--- src/hdl/cia_pkg.sv ---
// ----------------------------------------------------------------------------
// cia_pkg
// Shared widths, operation and status codes, and the pipeline payload type
// of the checked integer alu.
// ----------------------------------------------------------------------------
package cia_pkg;

	localparam int DATA_WIDTH = 24;
	localparam int WIDE_W     = 2 * DATA_WIDTH;

	// quotient bits resolved per divider stage
	localparam int DIV_BITS   = 3;
	localparam int DIV_STAGES = (DATA_WIDTH + DIV_BITS - 1) / DIV_BITS;
	localparam int DIV_SPAN   = DIV_STAGES * DIV_BITS;

	localparam int TDATA_IN_W  = ((2 * DATA_WIDTH + 7) / 8) * 8;
	localparam int TDATA_OUT_W = ((DATA_WIDTH + 7) / 8) * 8;

	localparam logic [1:0] MODE_ADD = 2'd0;
	localparam logic [1:0] MODE_SUB = 2'd1;
	localparam logic [1:0] MODE_MUL = 2'd2;
	localparam logic [1:0] MODE_DIV = 2'd3;

	localparam logic [1:0] ST_OK      = 2'd0;
	localparam logic [1:0] ST_RANGE   = 2'd1;
	localparam logic [1:0] ST_DIVZERO = 2'd2;

	typedef struct packed {
		logic [DIV_SPAN-1:0]          work;  // dividend shifting out, quotient shifting in
		logic [DATA_WIDTH-1:0]        rem;
		logic [DATA_WIDTH-1:0]        den;
		logic signed [WIDE_W-1:0]     wide;  // full-width sum, difference or product
		logic                         is_div;
		logic                         neg;
		logic                         div0;
	} pipe_t;

endpackage

--- src/hdl/cia_front.sv ---
// ----------------------------------------------------------------------------
// cia_front
// First pipeline stage: add, subtract and multiply at full width, and the
// sign and magnitude split of the operands for the divider.
// ----------------------------------------------------------------------------
module cia_front (
	input  logic                                clk,
	input  logic                                arst_n,
	input  logic                                in_valid,
	output logic                                in_ready,
	input  logic [1:0]                          in_mode,
	input  logic [cia_pkg::DATA_WIDTH-1:0]      in_a,
	input  logic [cia_pkg::DATA_WIDTH-1:0]      in_b,
	output logic                                out_valid,
	input  logic                                out_ready,
	output cia_pkg::pipe_t                      out_data
);
	import cia_pkg::*;

	logic signed [DATA_WIDTH-1:0] a_s;
	logic signed [DATA_WIDTH-1:0] b_s;
	logic [DATA_WIDTH-1:0]        mag_a;
	logic [DATA_WIDTH-1:0]        mag_b;
	pipe_t                        nxt;
	pipe_t                        data_s1;
	logic                         valid_s1;

	assign a_s   = $signed(in_a);
	assign b_s   = $signed(in_b);
	assign mag_a = in_a[DATA_WIDTH-1] ? (~in_a + 1'b1) : in_a;
	assign mag_b = in_b[DATA_WIDTH-1] ? (~in_b + 1'b1) : in_b;

	always_comb begin
		nxt      = '0;
		nxt.work = DIV_SPAN'(mag_a);
		nxt.den  = mag_b;
		case (in_mode)
			MODE_ADD: begin
				nxt.wide = WIDE_W'(a_s) + WIDE_W'(b_s);
			end
			MODE_SUB: begin
				nxt.wide = WIDE_W'(a_s) - WIDE_W'(b_s);
			end
			MODE_MUL: begin
				nxt.wide = a_s * b_s;
			end
			MODE_DIV: begin
				nxt.is_div = 1'b1;
				nxt.neg    = in_a[DATA_WIDTH-1] ^ in_b[DATA_WIDTH-1];
				nxt.div0   = ~|in_b;
			end
			default: begin
				nxt.wide = '0;
			end
		endcase
	end

	assign in_ready = ~valid_s1 | out_ready;

	always_ff @(posedge clk or negedge arst_n) begin
		if (!arst_n) begin
			valid_s1 <= 1'b0;
		end else if (in_ready) begin
			valid_s1 <= in_valid;
		end
	end

	always_ff @(posedge clk) begin
		if (in_ready && in_valid) begin
			data_s1 <= nxt;
		end
	end

	assign out_valid = valid_s1;
	assign out_data  = data_s1;

endmodule

--- src/hdl/cia_div_stage.sv ---
// ----------------------------------------------------------------------------
// cia_div_stage
// One restoring-division stage: resolves DIV_BITS (3) quotient bits of the
// unsigned magnitudes and registers them; other payload rides along.
// ----------------------------------------------------------------------------
module cia_div_stage (
	input  logic            clk,
	input  logic            arst_n,
	input  logic            in_valid,
	output logic            in_ready,
	input  cia_pkg::pipe_t  in_data,
	output logic            out_valid,
	input  logic            out_ready,
	output cia_pkg::pipe_t  out_data
);
	import cia_pkg::*;

	pipe_t                nxt;
	logic [DATA_WIDTH:0]  trial;
	pipe_t                data_sn;
	logic                 valid_sn;

	always_comb begin
		nxt   = in_data;
		trial = '0;
		for (int j = 0; j < DIV_BITS; j++) begin
			trial    = {nxt.rem, nxt.work[DIV_SPAN-1]};
			nxt.work = {nxt.work[DIV_SPAN-2:0], 1'b0};
			if (trial >= {1'b0, nxt.den}) begin
				trial       = trial - {1'b0, nxt.den};
				nxt.work[0] = 1'b1;
			end
			nxt.rem = trial[DATA_WIDTH-1:0];
		end
	end

	assign in_ready = ~valid_sn | out_ready;

	always_ff @(posedge clk or negedge arst_n) begin
		if (!arst_n) begin
			valid_sn <= 1'b0;
		end else if (in_ready) begin
			valid_sn <= in_valid;
		end
	end

	always_ff @(posedge clk) begin
		if (in_ready && in_valid) begin
			data_sn <= nxt;
		end
	end

	assign out_valid = valid_sn;
	assign out_data  = data_sn;

endmodule

--- src/hdl/checked_int24_alu.sv ---
// ----------------------------------------------------------------------------
// checked_int24_alu
// Signed 24-bit add, subtract, multiply and truncating divide with range and
// divide-by-zero status.
// ----------------------------------------------------------------------------
// Takes one request per cycle unless the output stalls. A request passes
// through one input stage that adds, subtracts or multiplies, a chain of
// divider stages each resolving 3 quotient bits, and a result register that
// applies the sign and the range check. All operations pass through every
// stage, so results leave in request order. Each stage holds its item while
// the next one is full, so a stalled output backs the pipeline up without
// loss and empty stages still take new requests.
// Status 1 marks a result outside the signed 24-bit range, including the
// minimum divided by minus one; status 2 marks a zero divisor; on either the
// result value is zero.
module checked_int24_alu (
	input  logic                               clk,
	input  logic                               arst_n,
	input  logic                               s_axis_tvalid,
	output logic                               s_axis_tready,
	// operand_a [23:0], operand_b [47:24]
	input  logic [cia_pkg::TDATA_IN_W-1:0]     s_axis_tdata,
	// mode [1:0]
	input  logic [1:0]                         s_axis_tuser,
	output logic                               m_axis_tvalid,
	input  logic                               m_axis_tready,
	// result_value [23:0]
	output logic [cia_pkg::TDATA_OUT_W-1:0]    m_axis_tdata,
	// status [1:0]
	output logic [1:0]                         m_axis_tuser
);
	import cia_pkg::*;

	pipe_t                 chain_data  [0:DIV_STAGES];
	logic                  chain_valid [0:DIV_STAGES];
	logic                  chain_ready [0:DIV_STAGES];

	logic [DATA_WIDTH-1:0] quo;
	logic [DATA_WIDTH-1:0] res_nxt;
	logic [1:0]            st_nxt;
	logic                  fits;
	logic [DATA_WIDTH-1:0] res_q;
	logic [1:0]            st_q;
	logic                  out_valid_q;

	cia_front u_front (
		.clk       (clk),
		.arst_n    (arst_n),
		.in_valid  (s_axis_tvalid),
		.in_ready  (s_axis_tready),
		.in_mode   (s_axis_tuser),
		.in_a      (s_axis_tdata[DATA_WIDTH-1:0]),
		.in_b      (s_axis_tdata[2*DATA_WIDTH-1:DATA_WIDTH]),
		.out_valid (chain_valid[0]),
		.out_ready (chain_ready[0]),
		.out_data  (chain_data[0])
	);

	for (genvar k = 0; k < DIV_STAGES; k++) begin : g_div
		cia_div_stage u_stage (
			.clk       (clk),
			.arst_n    (arst_n),
			.in_valid  (chain_valid[k]),
			.in_ready  (chain_ready[k]),
			.in_data   (chain_data[k]),
			.out_valid (chain_valid[k+1]),
			.out_ready (chain_ready[k+1]),
			.out_data  (chain_data[k+1])
		);
	end

	// quotient magnitude is at most 2^23, so its top bit alone means overflow when positive
	assign quo  = chain_data[DIV_STAGES].work[DATA_WIDTH-1:0];
	assign fits = (&chain_data[DIV_STAGES].wide[WIDE_W-1:DATA_WIDTH-1])
		| ~(|chain_data[DIV_STAGES].wide[WIDE_W-1:DATA_WIDTH-1]);

	always_comb begin
		res_nxt = '0;
		st_nxt  = ST_OK;
		if (chain_data[DIV_STAGES].is_div) begin
			if (chain_data[DIV_STAGES].div0) begin
				st_nxt = ST_DIVZERO;
			end else if (!chain_data[DIV_STAGES].neg && quo[DATA_WIDTH-1]) begin
				st_nxt = ST_RANGE;
			end else if (chain_data[DIV_STAGES].neg) begin
				res_nxt = ~quo + 1'b1;
			end else begin
				res_nxt = quo;
			end
		end else if (fits) begin
			res_nxt = chain_data[DIV_STAGES].wide[DATA_WIDTH-1:0];
		end else begin
			st_nxt = ST_RANGE;
		end
	end

	assign chain_ready[DIV_STAGES] = ~out_valid_q | m_axis_tready;

	always_ff @(posedge clk or negedge arst_n) begin
		if (!arst_n) begin
			out_valid_q <= 1'b0;
		end else if (chain_ready[DIV_STAGES]) begin
			out_valid_q <= chain_valid[DIV_STAGES];
		end
	end

	always_ff @(posedge clk) begin
		if (chain_ready[DIV_STAGES] && chain_valid[DIV_STAGES]) begin
			res_q <= res_nxt;
			st_q  <= st_nxt;
		end
	end

	assign m_axis_tvalid = out_valid_q;
	assign m_axis_tdata  = TDATA_OUT_W'(res_q);
	assign m_axis_tuser  = st_q;

	// an error result always carries a zero value
	a_err_zero: assert property (@(posedge clk) disable iff (!arst_n)
		(m_axis_tvalid && m_axis_tuser != ST_OK) |-> (m_axis_tdata == '0))
		else $error("error status with nonzero result");

	// an empty output register means the whole pipeline can take a request
	a_empty_ready: assert property (@(posedge clk) disable iff (!arst_n)
		!m_axis_tvalid |-> s_axis_tready)
		else $error("input stalled with empty output");

	a_status_code: assert property (@(posedge clk) disable iff (!arst_n)
		m_axis_tvalid |-> (m_axis_tuser == ST_OK || m_axis_tuser == ST_RANGE
			|| m_axis_tuser == ST_DIVZERO))
		else $error("undefined status code");

	// a result that waits must stay put
	a_out_hold: assert property (@(posedge clk) disable iff (!arst_n)
		(m_axis_tvalid && !m_axis_tready) |=> (m_axis_tvalid && $stable(m_axis_tdata)
			&& $stable(m_axis_tuser)))
		else $error("stalled result changed");

endmodule
--- config.mk ---
export PLATFORM = sky130hd
export DESIGN_NAME = checked_int24_alu
export DESIGN_NICKNAME = d
export VERILOG_FILES = /design/src/hdl/cia_pkg.sv /design/src/hdl/cia_front.sv /design/src/hdl/cia_div_stage.sv /design/src/hdl/checked_int24_alu.sv
export SDC_FILE = /design/constraint.sdc
export NUM_CORES = 2
export LEC_CHECK = 0
export ABC_AREA = 1
export BUFFER_PORTS_ARGS = -buffer_cell sky130_fd_sc_hd__buf_2
export CORE_ASPECT_RATIO = 0.75
export CORE_MARGIN = 1
export CORE_UTILIZATION = 45
export DETAILED_ROUTE_END_ITERATION = 6
export MAX_ROUTING_LAYER = met4
export PLACE_DENSITY = 0.69
export SYNTH_ARGS = -nofsm -noshare
export SYNTH_HDL_FRONTEND = slang
export SYNTH_SLANG_ARGS = --single-unit
--- constraint.sdc ---
create_clock -name clk -period 15.6 [get_ports clk]
set_input_delay 2.34 -clock clk [delete_from_list [all_inputs] [get_ports clk]]
set_output_delay 2.34 -clock clk [all_outputs]
set_load 0.1 [all_outputs]
* Yosys cells after proc, flatten, opt, wreduce, memory -nomap -nowiden
Cells that the tools add are included.
** Word-level totals
- Flip-flop bits (word level) :: 1071
- Bits of input ports :: 54
- Output and inout bits :: 28
** Cells by class
- $add $sub $neg :: 28
- $mul :: 1
- Magnitude comparators :: 24
- Equal/unequal tests :: 3
- Multiplexer cells :: 60
- Bitwise logic cells :: 26
- Reduce and logical (&&, ||, !) cells :: 17
** Operators by type and width (count)
- $mux 24 :: 28
- $ge 25x24->1 :: 23
- $sub 24x24->24 :: 22
- $pmux 48 s3 :: 1
- $add 24x1->24 const B :: 3
- $not 24->24 :: 3
- $mul 24x24->48 :: 1
- $mux 23 :: 2
- $mux 1 :: 26
- $add 24x24->25 :: 1
- $reduce_and 25->1 :: 1
- $reduce_or 25->1 :: 1
- $sub 24x24->25 :: 1
- $ge 1x24->1 :: 1
- $reduce_or 24->1 :: 1
- $sub 1x24->24 :: 1
- $logic_and 1x1->1 :: 11
- $not 1->1 :: 11
- $or 1x1->1 :: 11
- $eq 2x2->1 const B :: 2
- $mux 2 :: 2
- $mux 3 :: 1
- $eq 2x1->1 const B :: 1
- $logic_not 1->1 :: 2
- 2 further kinds :: 2

* Longest topological paths before layout
- Depth after elaboration :: 12
- Mapped depth :: 44
- Gate-level depth less buffers :: 42

* Hierarchy
Synthesis repeated with hierarchy kept, for this count alone.
** Second synthesis, totals
- Cell total of the unflattened synthesis :: 13396
- Area, all modules :: 105726.4 um2
** Modules (own cells, without submodules)
- cia_div_stage (g_div[0].u_stage ...) :: times used 7, cells each 1129, area an instance 9087.5 um2
- cia_front :: times used 1, cells each 4022, area an instance 30674.4 um2
- cia_div_stage (g_div[2].u_stage) :: times used 1, cells each 1164, area an instance 9213.8 um2
- checked_int24_alu :: times used 1, cells each 307, area an instance 2225.9 um2

* Worst setup path after synthesis
Ideal clock, no wire load.
- Path type :: input port to flip-flop
- Start :: input port m_axis_tready
- End :: register g_div[1].u_stage.data_sn, in the netlist g_div[1].u_stage.out_data[0], enable pin
- Arrival time :: 8884 ps
- Slack :: 6070 ps
- Stages :: 12
- Cell sequence :: nor2_1 > inv_1 > nor2_1 > inv_1 > nor2_1 > inv_1 > nor2_1 > inv_1 > nor2_1 > nand2_1 > nor2_1 > a21oi_1
** Between the ends
- Cells in the longest elaborated chain, start to end :: 9
** RTL lines
- start, declared :: RTL line checked_int24_alu.sv:26 : input logic m_axis_tready,
- $or 1x1->1 :: RTL line checked_int24_alu.sv:97 : assign chain_ready[DIV_STAGES] = ~out_valid_q | m_axis_tready;
- $or 1x1->1 (7 in a row) :: RTL line cia_div_stage.sv:37 : assign in_ready = ~valid_sn | out_ready;
- $logic_and 1x1->1 :: RTL line cia_div_stage.sv:48 : if (in_ready && in_valid) begin
- end signal, assigned :: RTL line cia_div_stage.sv:49 : data_sn <= nxt;
- end, declared :: RTL line cia_div_stage.sv:20 : pipe_t data_sn;
Every way passes these cells.
A chain may end at the register's enable or synchronous reset.

==> key figures <==
Status
  • Outcome: finished clean

Clock tree
  • Clock Tree Root: clkbuf_16
  • Latest clock arrival within the worst-skew pair: 0.75 ns
  • Clk slew on worst S/H paths: 0.07 ns
  • # resized after CTS: 0
  • Post-CTS Setup Bufs: 0
  • Clock Sinks: roughly 1.1k
  • TritonCTS clock tree: yes
  • Number of buffers created by CTS: 103
  • # hold bufs at CTS: 0
  • Maximum root-to-sink buffer count: 3
  • CTS H-tree depth: 3

Critical path
  • Critical path peak fanout: a little over 40
  • Register-to-Register Path Depth: 33
  • R2r startpoint: g_div[2].u_stage.out_data[72]
  • CP bufs+invs: 5
  • CP arrival: 9.81 ns
  • Startpoint types: primary input
  • Setup crit start: s_axis_tdata[23]
  • Crit end category: flop
  • Critical path cell sequence: buf_2, nand2_1, inv_1, fa_1, fa_1, inv_1, fa_1, inv_1, fa_1, fa_1, fa_1, fa_1, ha_1, nand2_1, nor2_1, inv_1, nor3_1, nand4_1, nand4_1, a21oi_1, o21ai_0, nand2_1
  • R2R Setup Slk: 6.42 ns
  • CP Class: primary input to flop
  • Max stage delay on crit path: approximately 0.70 ns
  • Reg2Reg Capture Point: g_div[3].u_stage.out_data[97]
  • CP max stage cell: fa_1
  • Critical path's most frequent cell: fa_1
  • Top delay family on crit path: adder cells
  • Critical Path RT: ~16 ns

Final layout
  • Fillers: between 20k and 25k
  • Register area: approximately 32000 µm²
  • Area of the multi-input gates: between 50000 and 60000 µm²
  • Layout area overhead: 6.804%
  • Share of layout cells above drive strength 1: 4.596%
  • Nets: around 14k

Timing
  • Pins Over Slew Limit: 0
  • Final Skew: 0.06884 ns
  • Minimum clock period after layout: 9.331 ns
  • Max Clk Rate: around 110 MHz
  • Final setup fails: 0
  • Slew headroom: about a fifth
  • Slew @ Worst Pin: 1.189 ns
  • RSZ-0062 raised after global routing: no
  • Final Hold Fails: 0
  • Sum Neg Setup Slack: 0 ns
  • Final worst path period share: between 50% and 60%

Synthesis
  • Post-synth EDFFs: between 1k and 1.5k
  • Syn Area/Cell: between 8 and 9 µm²
  • Share of the synthesized area in the top cell type: ~32%
  • Post-synth cell types: around 70
  • Seq cells post-synth: 1071
  • Syn Nets: 13.67k
  • Largest cells by area after synthesis: edfxtp_1 32%, nand2_1 13%, fa_1 13%
  • Ys async rst share: less than 1%
  • Post-Synthesis Cell Area: around 99000 µm²
  • Sequential area share after synthesis: between 30% and 40%
  • Area leader, netlist: edfxtp_1
  • Syn Inst Count: around 12k
  • Synth warn: 0
  • Main synth FF type: edfxtp_1

Detailed routing
  • TritonRoute pass-1 iters: 6
  • WL/cell: a little over 20 µm
  • Vias: roughly 83k
  • Routed vias/inst: between 5 and 6
  • Final wirelength: between 300000 and 400000 µm
  • Post-DRT Antenna Nets: 0
  • Drt initial violations: ~10k
  • DRC Markers: 0

Hold path
  • Hold EP: g_div[0].u_stage.out_data[106]
  • Hold_sp: u_front.out_data[103]
  • Hold Path Class: flop to flop
  • WHS Path Cells: 0

Global routing
  • Initial antenna violation count: 16
  • First-pass GRT wire length: between 400000 and 500000 µm
  • Gr usage total: 28.97%
  • Vias in the first global route: approximately 77k
  • Grt ovf: 0
  • Largest net degree at the start of global routing: 72

Floorplanning
  • Starting density of the core: 45.43%
  • Site Rows: about 150
  • Die Y: between 400 and 500 µm
  • Top Ports: 82
  • Full die area: about 220000 µm²
  • Core Region: around 220000 µm²
  • Die X: between 500 and 600 µm

Flow run
  • Max Cap Viol: 0

Place
  • Post-DP HPWL: about 250000 µm
  • Port buffer count: between 80 and 90
  • GPL Wtd Cong: 1.015
[area by class of cell]
type	instances	area share, %
clock buffers	112	2.473
multi-input cells	8772	54.32
clock inverters	78	0.9682
inverters	2125	7.564
well taps	2925	3.466
repair buffers	136	0.7750
diodes	8	0.01896
flip-flops and latches	1071	30.41
[cell usage in the layout, fill, tap and decap left out, drive strengths merged, types with 210 or more instances in the layout]
master  netlist  routed
nand2      3437    3437
inv        2121    2131
edfxtp     1061    1061
nor2        837     837
ha          740     740
a21oi       721     721
nand3       636     636
fa          631     631
o21ai       553     553
xor2        253     253
xnor2       210     210
[synth_stat cells, types with 33 or more instances]
master / number
buf_2: 43
nand2_2: 43
inv_1: 2094
o21bai_1: 54
a21o_1: 70
nand4_1: 188
ha_1: 740
nand2_1: 3381
nand3b_1: 33
or2_2: 35
a31oi_1: 39
nor3_1: 140
a21oi_2: 33
o21ai_0: 472
nor2_1: 804
nor4_1: 37
xor2_1: 253
xnor2_1: 210
a21oi_1: 685
o21ai_1: 63
nand3_1: 615
clkbuf_1: 156
edfxtp_1: 1061
fa_1: 631
[flip-flops by register name, summed over array words and instances, names as in the netlist]
| register | count |
|---|---|
| g_div.u_stage.out_valid | 8 |
| m_axis_tdata | 24 |
| u_front.out_valid | 1 |
| u_front.out_data | 99 |
| m_axis_tvalid | 1 |
| m_axis_tuser | 2 |
| g_div.u_stage.out_data | 936 |
[logic make-up after synthesis]
family	synth area share, %
xor+xnor	4.102
fa+ha+maj	22.14
simple gates	22.96
flops	32.48
compound gates	8.776
buf+inv	9.542
[stage by stage]
step                utilization (%)  setup WS (ns)  hold slack, ns  cell area, µm²  cells
floorplan                         -          6.070          0.4003           98860  12250
global placement              46.85          5.530          0.4002          101900  15030
detailed placement            46.85          5.558          0.4045          101900  15030
CTS                           48.52          6.391          0.3681          105600  15220
global route                  48.52          5.869          0.3720          105600  15220
finish                        48.53          6.269          0.3721          105600  15230
[routing by layer]
layer	up-vias	GRT usage, %	part of all wire, %
met2	3895	37.21	38
met3	342	6.534	12
met4	0	5.988	2.1
met5	-	-	0
li1	39470	-	-
met1	39010	45.32	48
[worst max-delay path by stage]
stage	endpoint	slack, ns	cells after the start
6_report	u_front.out_data[46]	6.27	22
5_1_grt	g_div[3].u_stage.out_data[97]	5.87	32
4_1_cts	u_front.out_data[50]	6.39	23
3_5_place_dp	u_front.out_data[50]	5.56	23
3_3_place_gp	u_front.out_data[50]	5.53	23
2_1_floorplan	g_div[1].u_stage.out_data[0]	6.07	12
Power is not shown: default switching activity piles up to over one toggle a cycle in this logic, so the estimate is an artifact.
